$ cat config.mk
export PLATFORM = sky130hd
export DESIGN_NAME = ddopt_cordic
export DESIGN_NICKNAME = d
export VERILOG_FILES = /design/src/rtl/core/ddopt_pkg.sv /design/src/rtl/core/ddopt_cordic.sv
export SDC_FILE = /design/constraint.sdc
export NUM_CORES = 1
export LEC_CHECK = 0
export ABC_CLOCK_PERIOD_IN_PS = 6100
export BUFFER_PORTS_ARGS = -buffer_cell sky130_fd_sc_hd__buf_4
export CAP_MARGIN = 20
export CORE_MARGIN = 2
export CORE_UTILIZATION = 50
export DETAILED_ROUTE_END_ITERATION = 6
export PLACE_DENSITY = 0.79
export SKIP_LAST_GASP = 1
export SLEW_MARGIN = 10
export SYNTH_ARGS = -nofsm -noshare
export SYNTH_HDL_FRONTEND = slang
export SYNTH_SLANG_ARGS = --single-unit
$ cat constraint.sdc
create_clock -name clk -period 6.1 [get_ports clk]
set_clock_uncertainty 0.05 [all_clocks]
set_input_delay 1.22 -clock clk [delete_from_list [all_inputs] [get_ports clk]]
set_output_delay 1.22 -clock clk [all_outputs]
set_load 0.01 [all_outputs]
$ cat src/rtl/core/ddopt_pkg.sv
`default_nettype none
package ddopt_pkg;

	localparam int MD_A_W        = 64;
	localparam int MD_B_W        = 34;
	localparam int MD_REM_W      = 33;
	localparam int MD_CNT_W      = 7;
	localparam int MD_MUL_STEPS  = 34;
	localparam int MD_DIV_STEPS  = 64;
	localparam int TRIG_W        = 34;
	localparam int TRIG_CNT_W    = 6;

	localparam logic signed [TRIG_W-1:0] CORDIC_GAIN = 34'sd652032874;
	localparam logic [MD_B_W-1:0] PI180_Q32 = 34'd74961321;
	localparam logic [MD_B_W-1:0] RAD2BA    = 34'd683565276;

	typedef enum logic {
		MD_MUL = 1'b0,
		MD_DIV = 1'b1
	} md_op_t;

	typedef struct packed {
		logic              start;
		md_op_t            op;
		logic [MD_A_W-1:0] a;
		logic [MD_B_W-1:0] b;
	} md_req_t;

	typedef struct packed {
		logic              done;
		logic [MD_A_W-1:0] result;
	} md_rsp_t;

	typedef struct packed {
		logic              done;
		logic [TRIG_W-1:0] cos;
		logic [TRIG_W-1:0] sin;
	} trig_rsp_t;

	// arctangent of 2^-i as a 32-bit binary angle
	function automatic logic [31:0] atan_ba(input logic [4:0] i);
		logic [31:0] r;
		case (i)
			5'd0:  r = 32'h20000000;
			5'd1:  r = 32'h12E4051E;
			5'd2:  r = 32'h09FB385B;
			5'd3:  r = 32'h051111D4;
			5'd4:  r = 32'h028B0D43;
			5'd5:  r = 32'h0145D7E1;
			5'd6:  r = 32'h00A2F61E;
			5'd7:  r = 32'h00517C55;
			5'd8:  r = 32'h0028BE53;
			5'd9:  r = 32'h00145F2F;
			5'd10: r = 32'h000A2F98;
			5'd11: r = 32'h000517CC;
			5'd12: r = 32'h00028BE6;
			5'd13: r = 32'h000145F3;
			5'd14: r = 32'h0000A2FA;
			5'd15: r = 32'h0000517D;
			5'd16: r = 32'h000028BE;
			5'd17: r = 32'h0000145F;
			5'd18: r = 32'h00000A30;
			5'd19: r = 32'h00000518;
			5'd20: r = 32'h0000028C;
			5'd21: r = 32'h00000146;
			5'd22: r = 32'h000000A3;
			5'd23: r = 32'h00000051;
			5'd24: r = 32'h00000029;
			5'd25: r = 32'h00000014;
			5'd26: r = 32'h0000000A;
			5'd27: r = 32'h00000005;
			5'd28: r = 32'h00000003;
			5'd29: r = 32'h00000001;
			5'd30: r = 32'h00000001;
			default: r = 32'h00000000;
		endcase
		return r;
	endfunction

endpackage
`default_nettype wire

$ cat src/rtl/core/ddopt_cordic.sv
`default_nettype none
module ddopt_cordic
	import ddopt_pkg::*;
#(
	parameter int TRIG_ITERATIONS = 16
) (
	input  wire logic        clk,
	input  wire logic        arst_n,
	input  wire logic        start,
	input  wire logic [31:0] angle,
	output trig_rsp_t        rsp
);

	logic                      busy_q;
	logic                      done_q;
	logic                      flip_q;
	logic [TRIG_CNT_W-1:0]     it_q;
	logic signed [TRIG_W-1:0]  x_q;
	logic signed [TRIG_W-1:0]  y_q;
	logic signed [TRIG_W-1:0]  z_q;
	logic signed [TRIG_W-1:0]  xs;
	logic signed [TRIG_W-1:0]  ys;
	logic signed [TRIG_W-1:0]  step_ang;
	logic [31:0]               quarter;
	logic [31:0]               folded;
	logic                      flip;
	logic                      last;

	// fold the angle into the right half plane, negate the result afterwards
	assign quarter  = angle + 32'h40000000;
	assign flip     = quarter[31];
	assign folded   = flip ? (angle + 32'h80000000) : angle;
	assign xs       = x_q >>> it_q;
	assign ys       = y_q >>> it_q;
	assign step_ang = signed'(TRIG_W'(atan_ba(it_q[4:0])));
	assign last     = (it_q == TRIG_CNT_W'(TRIG_ITERATIONS - 1));

	always_ff @(posedge clk or negedge arst_n) begin
		if (!arst_n) begin
			busy_q <= 1'b0;
			done_q <= 1'b0;
		end else begin
			done_q <= 1'b0;
			if (start) begin
				busy_q <= 1'b1;
			end else if (busy_q && last) begin
				busy_q <= 1'b0;
				done_q <= 1'b1;
			end
		end
	end

	always_ff @(posedge clk) begin
		if (start) begin
			flip_q <= flip;
			it_q   <= '0;
			x_q    <= CORDIC_GAIN;
			y_q    <= '0;
			z_q    <= signed'({{(TRIG_W-32){folded[31]}}, folded});
		end else if (busy_q) begin
			it_q <= it_q + 1'b1;
			if (!z_q[TRIG_W-1]) begin
				x_q <= x_q - ys;
				y_q <= y_q + xs;
				z_q <= z_q - step_ang;
			end else begin
				x_q <= x_q + ys;
				y_q <= y_q - xs;
				z_q <= z_q + step_ang;
			end
		end
	end

	assign rsp.done = done_q;
	assign rsp.cos  = flip_q ? -x_q : x_q;
	assign rsp.sin  = flip_q ? -y_q : y_q;

endmodule
`default_nettype wire

==> impl_metrics.py <==
metrics = {
    "outcome": {
        "outcome": "finished, final reports clean",
    },
    "power_and_ir_drop": {
        "power_density_nw_per_um2": 680,
        "switchingPower_mw": 7.72,
        "p_int_mw": 8.05,
        "clock_power_share": 0.071,
        "leakage_nw": 10.1,
        "pwr-share-comb": 0.797,
        "finalPower_mw": 15.8,
        "vdd_drop_max_mv": 0.479,
        "seq_power_share": 0.131,
        "switching_share": 0.490,
    },
    "floorplan": {
        "die_x_um": 201,
        "dieArea_um2": 40300,
        "die_h_um": 201,
        "io_pins": 104,
        "core_area_um2": 38500,
        "initial_core_util": 0.503,
        "rows": 72,
    },
    "logic_synthesis": {
        "synth_top_area_cell": "dfxtp_1",
        "netlist_instances": 2435,
        "synth_top_area_frac": 0.108,
        "synth_cell_types": 96,
        "avgSynthCellArea_um2": 7.95,
        "synth_nets": 2585,
        "synth_edf_count": 35,
        "ys_seq_area_frac": 0.164,
        "ys_warn_count": 0,
        "synthFlopType": "dfxtp_1",
        "synth_area_leaders": "dfxtp_1 11%, mux4_2 8.8%, ha_1 7.2%, xnor2_1 7.1%, mux2i_1 5.9%",
        "synth-async-reset-ratio": 0.0142,
        "synth_seq_cells": 141,
        "netlist_area_um2": 19400,
    },
    "layout": {
        "final_nets": 2823,
        "syn2layout_area_growth_pct": 19.6,
        "drive_gt1_frac": 0.233,
        "fin_cells": 3205,
    },
    "setup_path": {
        "worstPathRequired_ns": 6.44,
        "r2r_end": "x_q[32]",
        "worstSetupPathType": "reg2reg",
        "r2r_slack_ns": 0.15,
        "cp_max_fo": 42,
        "startpoint_type": "flip-flop",
        "rr_startpoint": "it_q[0]",
        "end_kind": "flip-flop",
        "cp_data_arrival_time_ns": 6.29,
        "reg2regPathDepth": 21,
    },
    "global_routing": {
        "gr-total-overflow": 0,
        "grt_pass1_vias": 20000,
        "grtUsageTotal": 0.374,
        "antenna_found_initial": 2,
        "grt_max_degree": 71,
        "grt_pass1_wl_um": 118000,
    },
    "clock_tree": {
        "clk-insertion-delay-late_ns": 0.50,
        "cts_buffer_depth": 2,
        "tritoncts": "built",
        "cts_sinks": 141,
        "root_buffer": "clkbuf_16",
        "htree_levels": 4,
        "clk_pin_slew_ns": 0.08,
        "numCtsBuffers": 17,
        "hold_buffers": 0,
    },
    "timing": {
        "layout_worst_path_cycle_share": 0.975,
        "hold_viol": 0,
        "max_slew.worst_pin.slew_ns": 0.880,
        "setup_viol": 0,
        "max_clock_freq_ghz": 0.168,
        "slew_headroom": 0.408,
        "slew_violations": 0,
        "post-route-min-period_ns": 5.95,
    },
    "route": {
        "drt_first_pass_iters": 6,
        "ant_nets": 0,
        "wl_um": 76100,
        "wl_per_cell_um": 23.7,
        "vias_per_cell": 6.52,
        "drc": 0,
        "first_iter_violations": 2276,
        "vias": 20900,
    },
    "placement": {
        "port_buffers": 103,
        "dp.cells": 3162,
        "dpl.hpwl_um": 58500,
        "gp_congestion": 1.02,
    },
    "run": {
        "maxCapViolCount": 0,
    },
    "worst_hold_path": {
        "holdCritPathClass": "in2async",
    },
}
flip-flops by register name (all words and copies together), names as in the netlist:
name,cells
busy_q,1
done_q,1
step_ang,30
z_q,34
y_q,34
flip_q,1
it_q,6
x_q,34
routing by layer:
metal,GRT usage,part of all wire,routed length [um],vias up
met5,0,0,0,-
met4,0.153,0.041,3110,0
met3,0.0744,0.090,6890,197
met2,0.623,0.48,36200,1131
met1,0.474,0.39,29900,10000
li1,-,-,-,9532
stage by stage:
step / area, um2 / setup WS [ns] / hold slack, ns / TNS (ns) / utilization
final: 23200 / 0.151 / 0.446 / 0 / 0.602
after global routing: 23200 / -0.0136 / 0.433 / -0.0269 / 0.602
after CTS: 23000 / 0.102 / 0.415 / 0 / 0.597
after detailed placement: 22300 / -0.0238 / 0.505 / -0.0238 / 0.581
after global placement: 22300 / -0.0184 / 0.491 / -0.0184 / 0.581
after floorplan: 19400 / 0.218 / 0.442 / 0 / -
worst max-delay path, stage by stage, from the launching register on:
cell	delay, ns
dfxtp_4	0.42
buf_12	0.24
mux4_2	0.60
a221o_1	0.49
a21oi_1	0.47
and4b_1	0.32
nand2_1	0.13
buf_4	0.21
nor3_1	0.30
a21oi_1	0.08
a2111oi_0	0.34
a21oi_1	0.12
ha_1	0.41
nand2_1	0.07
o21ai_0	0.20
a31oi_2	0.11
o41ai_2	0.38
buf_4	0.18
o221ai_1	0.15
o21ai_0	0.25
xor2_1	0.10
a22o_1	0.20
final cells by class:
| cell class | instances | area [um2] |
|---|---|---|
| multi-input combinational | 2032 | 15100 |
| inverter | 59 | 221 |
| antenna | 1 | 2.50 |
| timing repair buffer | 422 | 3350 |
| fill | 3375 | 15300 |
| clock buffer | 17 | 425 |
| clock inverter | 15 | 171 |
| tap | 518 | 648 |
| sequential | 141 | 3200 |
cell usage after synthesis (13+ instances only):
| library cell | number |
|---|---|
| a22o_1 | 13 |
| nand3_1 | 34 |
| o21a_1 | 18 |
| o21ai_0 | 151 |
| a21oi_1 | 203 |
| or4_1 | 22 |
| o22ai_1 | 20 |
| xor2_1 | 83 |
| nand4_1 | 14 |
| a221oi_1 | 13 |
| nor4_1 | 16 |
| ha_1 | 112 |
| nor2_1 | 215 |
| and3_1 | 20 |
| or3_1 | 18 |
| nand2b_1 | 25 |
| edfxtp_1 | 35 |
| a31oi_1 | 34 |
| o211ai_1 | 20 |
| buf_2 | 25 |
| a21o_1 | 54 |
| nand2_1 | 229 |
| mux2i_1 | 114 |
| buf_1 | 18 |
| mux2_2 | 27 |
| inv_1 | 54 |
| o31ai_1 | 27 |
| mux4_2 | 76 |
| clkbuf_1 | 137 |
| a211oi_1 | 23 |
| nor2b_1 | 25 |
| xnor2_1 | 156 |
| dfxtp_1 | 104 |
| and2_1 | 26 |
| nor3_1 | 46 |
repair_timing:
action	in CTS	in global routing
setup buffers	1	9
hold endpoints to repair	0	0
pin swaps	0	3
setup endpoints to repair	2	17
gates resized for setup	0	30
how the worst max path moves through the flow:
stage,start,slack [ns],endpoint,cells past startpoint
3_3_place_gp,it_q[1],-0.02,y_q[33],23
3_5_place_dp,it_q[1],-0.02,y_q[33],23
2_1_floorplan,it_q[1],0.22,y_q[33],26
6_report,it_q[0],0.15,x_q[32],21
5_1_grt,it_q[1],-0.01,x_q[32],24
4_1_cts,it_q[1],0.10,y_q[33],23
cells in the final DEF (no fill, tap or decap), drive strengths merged, types with 14 or more instances in the layout:
cell type | synthesis | routed
or4 | 26 | 26
nor4 | 19 | 19
a31oi | 34 | 34
and3 | 20 | 20
a21oi | 203 | 203
or3 | 18 | 18
a211oi | 26 | 26
buf | 66 | 421
nand2b | 25 | 25
nor2b | 25 | 25
mux2i | 114 | 114
clkbuf | 137 | 18
mux4 | 78 | 78
o21a | 18 | 18
o21ai | 153 | 153
a21o | 54 | 54
and2 | 26 | 26
inv | 54 | 64
nor2 | 215 | 215
mux2 | 28 | 28
nor3 | 46 | 46
o211ai | 20 | 20
ha | 112 | 112
nand4 | 14 | 14
o22ai | 20 | 20
xor2 | 83 | 83
nand2 | 229 | 229
dfxtp | 104 | 104
edfxtp | 35 | 35
o31ai | 28 | 28
nand3 | 35 | 35
xnor2 | 157 | 157
cell families (layout without fill, tap and decap cells):
group	after synthesis	count (layout)	synth area share
other cells	0	1	0
flops	141	141	0.164
fa+ha+maj	115	115	0.0755
buf+inv	262	513	0.0599
xor+xnor	240	240	0.109
simple gates	742	742	0.185
compound gates	715	715	0.240
mux	220	220	0.166
power groups by stage:
stage	combinational [mW]	clock, mW	sequential [mW]
after CTS	12.3	1.14	2.03
after floorplan	8.38	0	1.59
after global placement	11.8	0	2.04
after detailed placement	12.1	0	2.06
after global routing	13.7	1.18	2.10
final	12.6	1.13	2.07
No activity file was read; power rests on OpenSTA's default activity.
