===== src/rtl/core/ddopt_pkg.sv =====
`default_nettype none
package ddopt_pkg;

	localparam int MD_A_W        = 64;
	localparam int MD_B_W        = 34;
	localparam int MD_REM_W      = 33;
	localparam int MD_CNT_W      = 7;
	localparam int MD_MUL_STEPS  = 34;
	localparam int MD_DIV_STEPS  = 64;
	localparam int TRIG_W        = 34;
	localparam int TRIG_CNT_W    = 6;

	localparam logic signed [TRIG_W-1:0] CORDIC_GAIN = 34'sd652032874;
	localparam logic [MD_B_W-1:0] PI180_Q32 = 34'd74961321;
	localparam logic [MD_B_W-1:0] RAD2BA    = 34'd683565276;

	typedef enum logic {
		MD_MUL = 1'b0,
		MD_DIV = 1'b1
	} md_op_t;

	typedef struct packed {
		logic              start;
		md_op_t            op;
		logic [MD_A_W-1:0] a;
		logic [MD_B_W-1:0] b;
	} md_req_t;

	typedef struct packed {
		logic              done;
		logic [MD_A_W-1:0] result;
	} md_rsp_t;

	typedef struct packed {
		logic              done;
		logic [TRIG_W-1:0] cos;
		logic [TRIG_W-1:0] sin;
	} trig_rsp_t;

	// arctangent of 2^-i as a 32-bit binary angle
	function automatic logic [31:0] atan_ba(input logic [4:0] i);
		logic [31:0] r;
		case (i)
			5'd0:  r = 32'h20000000;
			5'd1:  r = 32'h12E4051E;
			5'd2:  r = 32'h09FB385B;
			5'd3:  r = 32'h051111D4;
			5'd4:  r = 32'h028B0D43;
			5'd5:  r = 32'h0145D7E1;
			5'd6:  r = 32'h00A2F61E;
			5'd7:  r = 32'h00517C55;
			5'd8:  r = 32'h0028BE53;
			5'd9:  r = 32'h00145F2F;
			5'd10: r = 32'h000A2F98;
			5'd11: r = 32'h000517CC;
			5'd12: r = 32'h00028BE6;
			5'd13: r = 32'h000145F3;
			5'd14: r = 32'h0000A2FA;
			5'd15: r = 32'h0000517D;
			5'd16: r = 32'h000028BE;
			5'd17: r = 32'h0000145F;
			5'd18: r = 32'h00000A30;
			5'd19: r = 32'h00000518;
			5'd20: r = 32'h0000028C;
			5'd21: r = 32'h00000146;
			5'd22: r = 32'h000000A3;
			5'd23: r = 32'h00000051;
			5'd24: r = 32'h00000029;
			5'd25: r = 32'h00000014;
			5'd26: r = 32'h0000000A;
			5'd27: r = 32'h00000005;
			5'd28: r = 32'h00000003;
			5'd29: r = 32'h00000001;
			5'd30: r = 32'h00000001;
			default: r = 32'h00000000;
		endcase
		return r;
	endfunction

endpackage
`default_nettype wire


===== src/rtl/core/ddopt_md.sv =====
`default_nettype none
module ddopt_md
	import ddopt_pkg::*;
(
	input  wire logic clk,
	input  wire logic arst_n,
	input  md_req_t   req,
	output md_rsp_t   rsp
);

	logic                       busy_q;
	logic                       done_q;
	logic                       neg_q;
	md_op_t                     op_q;
	logic [MD_CNT_W-1:0]        cnt_q;
	logic [MD_A_W-1:0]          a_q;
	logic [MD_A_W-1:0]          acc_q;
	logic signed [MD_B_W-1:0]   b_q;
	logic                       last;
	logic [MD_A_W-1:0]          addend;
	logic [MD_REM_W-1:0]        rem_sh;
	logic [MD_REM_W-1:0]        divisor;
	logic [MD_REM_W-1:0]        rem_nxt;
	logic                       ge;

	assign last = (op_q == MD_MUL) ? (cnt_q == MD_CNT_W'(MD_MUL_STEPS - 1))
		: (cnt_q == MD_CNT_W'(MD_DIV_STEPS - 1));
	assign addend  = b_q[0] ? a_q : '0;
	assign rem_sh  = {acc_q[MD_REM_W-2:0], a_q[MD_A_W-1]};
	assign divisor = {1'b0, b_q[MD_REM_W-2:0]};
	assign ge      = (rem_sh >= divisor);
	assign rem_nxt = ge ? (rem_sh - divisor) : rem_sh;

	always_ff @(posedge clk or negedge arst_n) begin
		if (!arst_n) begin
			busy_q <= 1'b0;
			done_q <= 1'b0;
		end else begin
			done_q <= 1'b0;
			if (req.start) begin
				busy_q <= 1'b1;
			end else if (busy_q && last) begin
				busy_q <= 1'b0;
				done_q <= 1'b1;
			end
		end
	end

	// shift-add multiply (multiplier sign bit weighs negative), restoring divide on magnitudes
	always_ff @(posedge clk) begin
		if (req.start) begin
			op_q  <= req.op;
			cnt_q <= '0;
			acc_q <= '0;
			b_q   <= req.b;
			neg_q <= req.a[MD_A_W-1];
			if (req.op == MD_DIV && req.a[MD_A_W-1]) begin
				a_q <= -req.a;
			end else begin
				a_q <= req.a;
			end
		end else if (busy_q) begin
			cnt_q <= cnt_q + 1'b1;
			case (op_q)
				MD_MUL: begin
					acc_q <= last ? (acc_q - addend) : (acc_q + addend);
					a_q   <= {a_q[MD_A_W-2:0], 1'b0};
					b_q   <= b_q >>> 1;
				end
				MD_DIV: begin
					acc_q <= MD_A_W'(rem_nxt);
					a_q   <= {a_q[MD_A_W-2:0], ge};
				end
				default: acc_q <= acc_q;
			endcase
		end
	end

	assign rsp.done   = done_q;
	assign rsp.result = (op_q == MD_MUL) ? acc_q : (neg_q ? -a_q : a_q);

endmodule
`default_nettype wire


===== config.mk =====
export PLATFORM = sky130hd
export DESIGN_NAME = ddopt_md
export DESIGN_NICKNAME = d
export VERILOG_FILES = /design/src/rtl/core/ddopt_pkg.sv /design/src/rtl/core/ddopt_md.sv
export SDC_FILE = /design/constraint.sdc
export NUM_CORES = 1
export LEC_CHECK = 0
export ABC_CLOCK_PERIOD_IN_PS = 5200
export BUFFER_PORTS_ARGS = -buffer_cell sky130_fd_sc_hd__clkbuf_2
export CORE_ASPECT_RATIO = 1.5
export CORE_MARGIN = 3
export CORE_UTILIZATION = 29
export DETAILED_ROUTE_END_ITERATION = 7
export SETUP_SLACK_MARGIN = 0.05
export SLEW_MARGIN = 30
export SYNTH_ARGS = -nofsm -noshare
export SYNTH_HDL_FRONTEND = slang
export SYNTH_SLANG_ARGS = --single-unit

===== constraint.sdc =====
create_clock -name clk -period 5.2 [get_ports clk]
set_input_delay 1.04 -clock clk [delete_from_list [all_inputs] [get_ports clk]]
set_output_delay 1.04 -clock clk [all_outputs]
set_load 0.05 [all_outputs]

==> results.yml <==
status:
  status: "completed"
global_routing:
  grt_usage_pct: 20.5
  grt_pass1_vias: 17600
  grt_pass1_wl_um: 102000
  grt_antenna_before_repair: 0
  grt_max_degree: 192
  grt-ovfl-total: 0
layout:
  fillCellCount: 6493
  area_growth_pct: 18.9
  finalInstanceArea_mm2: 0.0209
  final_util_pct: 34.8
  antenna_cells: 0
  drive_gt1_share_pct: 17.5
  nNetsFinal: 2775
  final_cells: 3368
die:
  die_area_mm2: 0.0638
  die_y_um: 308
  die_width_um: 207
  ioPinCount: 167
  num_rows: 110
  start_util_pct: 29.3
  core_mm2: 0.0601
critical_path:
  cp.required_ns: 4.16
  startpoint_type: "register"
  cp-end-kind: "primary output"
  worstPathArrival_ns: 4.04
  slowest_delay_ns: 0.41
  critical-path-top-delay-family: "simple AND/OR/NAND/NOR gates"
  path_max_fanout: 5
  path_class: "register to primary output"
  cp_slowest_cell: "edfxtp_1"
  path_cells: "buf_4 > inv_1 > ha_2 > nand4_1 > or3_4 > or3_1 > or3_1 > nor2_4 > buf_4 > a31o_2 > xor2_1 > a21oi_1 > clkbuf_2"
  crit_buf_inv: 4
clock_tree:
  tritoncts: "yes"
  cts.path.max_buffers: 2
  insertion_delay_ns: 0.48
  cts_num_sinks: 173
  htree_levels: 4
  path_clk_slew_ns: 0.08
  cts_buffers: 17
  cts-root-buf: "clkbuf_16"
drt:
  drtPass1Iterations: 5
  drc: 0
  vias_per_cell: 5.38
  routed_wl_um: 67200
  drtIter0Drc: 1322
  vias: 18100
  detail-route-antenna-nets: 0
  routedWlPerCell_um: 19.9
logic_synthesis:
  synth-adder-area-share_pct: 7.33
  synth_simple_gate_area_share_pct: 23.3
  synth_xor_area_share_pct: 12.4
  synth.area.mux_share_pct: 1.02
  ys_types: 92
  synthArstFlopShare_pct: 1.16
  synth_area_mm2: 0.0176
  ys_seq_elements: 173
  syn_inst: 2377
  yosysSeqAreaShare_pct: 25.4
  synth_nets: 2581
  synth_top_family_by_area: "compound AO/OA/AOI/OAI gates"
  yosysWarnings: 0
  synth-compound-area-share_pct: 25.2
  synth_edf_count: 100
  avgSynthCellArea_um2: 7.41
  synth-main-ff-cell: "edfxtp_1"
sta:
  setup_viol: 0
  hold_viol: 0
  fin_worst_skew_ns: 0.0178
  slew_viol_final: 0
  period_needed_ns: 5.08
  slew_headroom_pct: 39.8
  timing.final.ws_setup_ns: 0.123
  worst_pin_slew_ns: 0.902
  fmax_ghz: 0.197
  rsz0062_at_grt: "true"
  fin_crit_sh_pct: 97.6
power:
  ir_worst_vdd_uv: 291
  p_sw_mw: 4.71
  p_sw_share_pct: 49.6
  power_frac_clock_pct: 14.4
  p_per_area_mw_per_mm2: 453
  p_int_mw: 4.78
  p_seq_share_pct: 22.1
  p_leak_nw: 8.78
  total_power_mw: 9.49
  combinationalPowerShare_pct: 63.5
placed_design:
  io_buffers: 166
  place_congestion: 0.970
  pre_cts_slack_ns: -0.0434
  dp.cells: 3328
  detailed_place_hpwl_um: 53700
  place_area_mm2: 0.0200
run:
  cap_violations: 0
min_path:
  min_path_type: "input pin to async pin"
## what timing repair did
| item | 4_1_cts | 5_1_grt |
|---|---|---|
| endpoints found under the hold margin | 0 | 0 |
| resized for setup | 16 | 47 |
| pin swaps | 3 | 18 |
| setup endpoints to repair | 15 | 32 |
| hold buffers | 0 | 0 |
| setup buffers | 0 | 8 |
## cells in the final DEF, fill, tap and decap left out, drive strengths merged, types with 6 or more instances in the layout
| cell type | instances |
|---|---|
| a21oi | 305 |
| nand2 | 297 |
| nor2 | 251 |
| clkbuf | 183 |
| o21ai | 168 |
| buf | 158 |
| xor2 | 126 |
| xnor2 | 123 |
| edfxtp | 100 |
| ha | 100 |
| inv | 99 |
| dfxtp | 71 |
| nor3 | 49 |
| a21o | 47 |
| nand3 | 47 |
| or3 | 45 |
| o31ai | 27 |
| a31oi | 26 |
| o21bai | 26 |
| nor4 | 26 |
| nand2b | 25 |
| nand4 | 24 |
| o211ai | 17 |
| and3 | 17 |
| and2 | 16 |
| nor2b | 15 |
| a211oi | 15 |
| or4 | 13 |
| o21a | 11 |
| mux2i | 10 |
| a21boi | 8 |
| a22oi | 8 |
| o41ai | 8 |
| mux2 | 7 |
| or2 | 7 |
| a211o | 6 |
| nand4b | 6 |
| o22ai | 6 |
| o221ai | 6 |
| nand3b | 6 |
## worst paths after layout
check | from | endpoint | slack, ns | cells after the start
max reg2reg | a_q[23]$_DFFE_PP_ | acc_q[57]$_SDFFE_PP0P_ | 0.21 | 17
min reg2reg | acc_q[53]$_SDFFE_PP0P_ | acc_q[53]$_SDFFE_PP0P_ | 0.48 | 2
min | arst_n | done_q$_DFF_PN0_ | 0.35 | 1
max in group asynchronous | arst_n | busy_q$_DFFE_PN0P_ | 4.73 | 1
min in group clk | acc_q[53]$_SDFFE_PP0P_ | acc_q[53]$_SDFFE_PP0P_ | 0.48 | 2
max | a_q[0]$_DFFE_PP_ | rsp[50] | 0.12 | 13
## metrics by stage
step	hold slack [ns]	TNS (ns)
finish	0.352	0
global route	0.334	-0.0100
CTS	0.331	0
detailed placement	0.467	-0.0701
global placement	0.458	-0.0346
floorplan	0.443	0
## worst register-to-register path, cell delays in order (launching register included)
cell and delay (ns):
edfxtp_1 0.39, or4_4 0.58, or3_4 0.38, nor4_4 0.27, buf_4 0.19, nor4b_4 0.23
buf_4 0.20, nand2_1 0.14, o31ai_1 0.29, xnor2_1 0.16, nand2_1 0.15, ha_1 0.40
and3_1 0.20, a221o_1 0.37, a211oi_2 0.32, o31ai_4 0.16, a2111o_1 0.39, o211ai_1 0.10
## registers in the layout, summed over array words and instances, names as in the netlist
| name | cells |
|---|---|
| b_q | 34 |
| a_q | 64 |
| busy_q | 1 |
| acc_q | 64 |
| op_q | 1 |
| done_q | 1 |
| neg_q | 1 |
| cnt_q | 7 |
## power by group through the flow
stage	combinational [mW]	clock, mW	sequential (mW)
floorplan	4.16	0	1.97
global placement	5.83	0	2.12
detailed placement	5.83	0	2.12
CTS	5.89	1.39	2.09
global route	6.59	1.43	2.13
finish	6.02	1.37	2.10
## cell type report
cell class	count	area (um2)	area share [%]
multi-input cells	1967	12500	59.6
flip-flops and latches	173	4470	21.4
repair buffers	323	2080	9.93
well taps	784	981	4.68
clock buffers	18	429	2.05
inverters	89	334	1.59
clock inverters	14	161	0.771
## kinds of logic (layout without fill, tap and decap cells)
family | after synthesis | in the layout
fa+ha+maj | 102 | 102
flops | 173 | 173
xor+xnor | 249 | 249
compound gates | 737 | 737
buf+inv | 237 | 444
mux | 17 | 17
simple gates | 862 | 862
## routing by layer
metal / vias up / wire [um] / track usage (%)
met5: - / 0 / 0
met4: 0 / 4910 / 13.4
met3: 186 / 2420 / 2.15
met2: 513 / 34700 / 38.3
met1: 8496 / 25200 / 21.7
li1: 8908 / - / -
## cells in the mapped netlist, types with 6 or more instances
| library cell | n | share of area [%] |
|---|---|---|
| ha_1 | 100 | 7.1 |
| o221ai_1 | 6 | 0.30 |
| or4_1 | 8 | 0.34 |
| a21oi_1 | 303 | 8.6 |
| nor4_1 | 24 | 0.85 |
| nor2b_1 | 15 | 0.53 |
| a211o_1 | 6 | 0.30 |
| and3_1 | 17 | 0.60 |
| o21ai_0 | 164 | 4.7 |
| nand4b_1 | 6 | 0.30 |
| nor2_1 | 248 | 5.3 |
| nor3_1 | 48 | 1.4 |
| or2_2 | 6 | 0.21 |
| o21bai_1 | 26 | 1.1 |
| a31oi_1 | 26 | 0.92 |
| or3_1 | 38 | 1.3 |
| nand4_1 | 24 | 0.85 |
| o22ai_1 | 6 | 0.21 |
| xor2_1 | 126 | 6.3 |
| buf_2 | 6 | 0.17 |
| a22oi_1 | 8 | 0.34 |
| clkbuf_1 | 132 | 2.8 |
| o31ai_1 | 26 | 1.1 |
| mux2i_1 | 10 | 0.57 |
| and2_1 | 15 | 0.53 |
| mux2_2 | 7 | 0.45 |
| a21o_1 | 47 | 2.0 |
| dfxtp_1 | 71 | 8.1 |
| a21boi_0 | 8 | 0.34 |
| o211ai_1 | 17 | 0.72 |
| xnor2_1 | 123 | 6.1 |
| a211oi_1 | 15 | 0.64 |
| o21a_1 | 11 | 0.47 |
| nand2b_1 | 25 | 0.89 |
| nand2_1 | 297 | 6.3 |
| edfxtp_1 | 100 | 17 |
| inv_1 | 89 | 1.9 |
| nand3_1 | 46 | 1.3 |
| o41ai_1 | 8 | 0.40 |
Note: power is estimated with default switching activity, not from simulation.
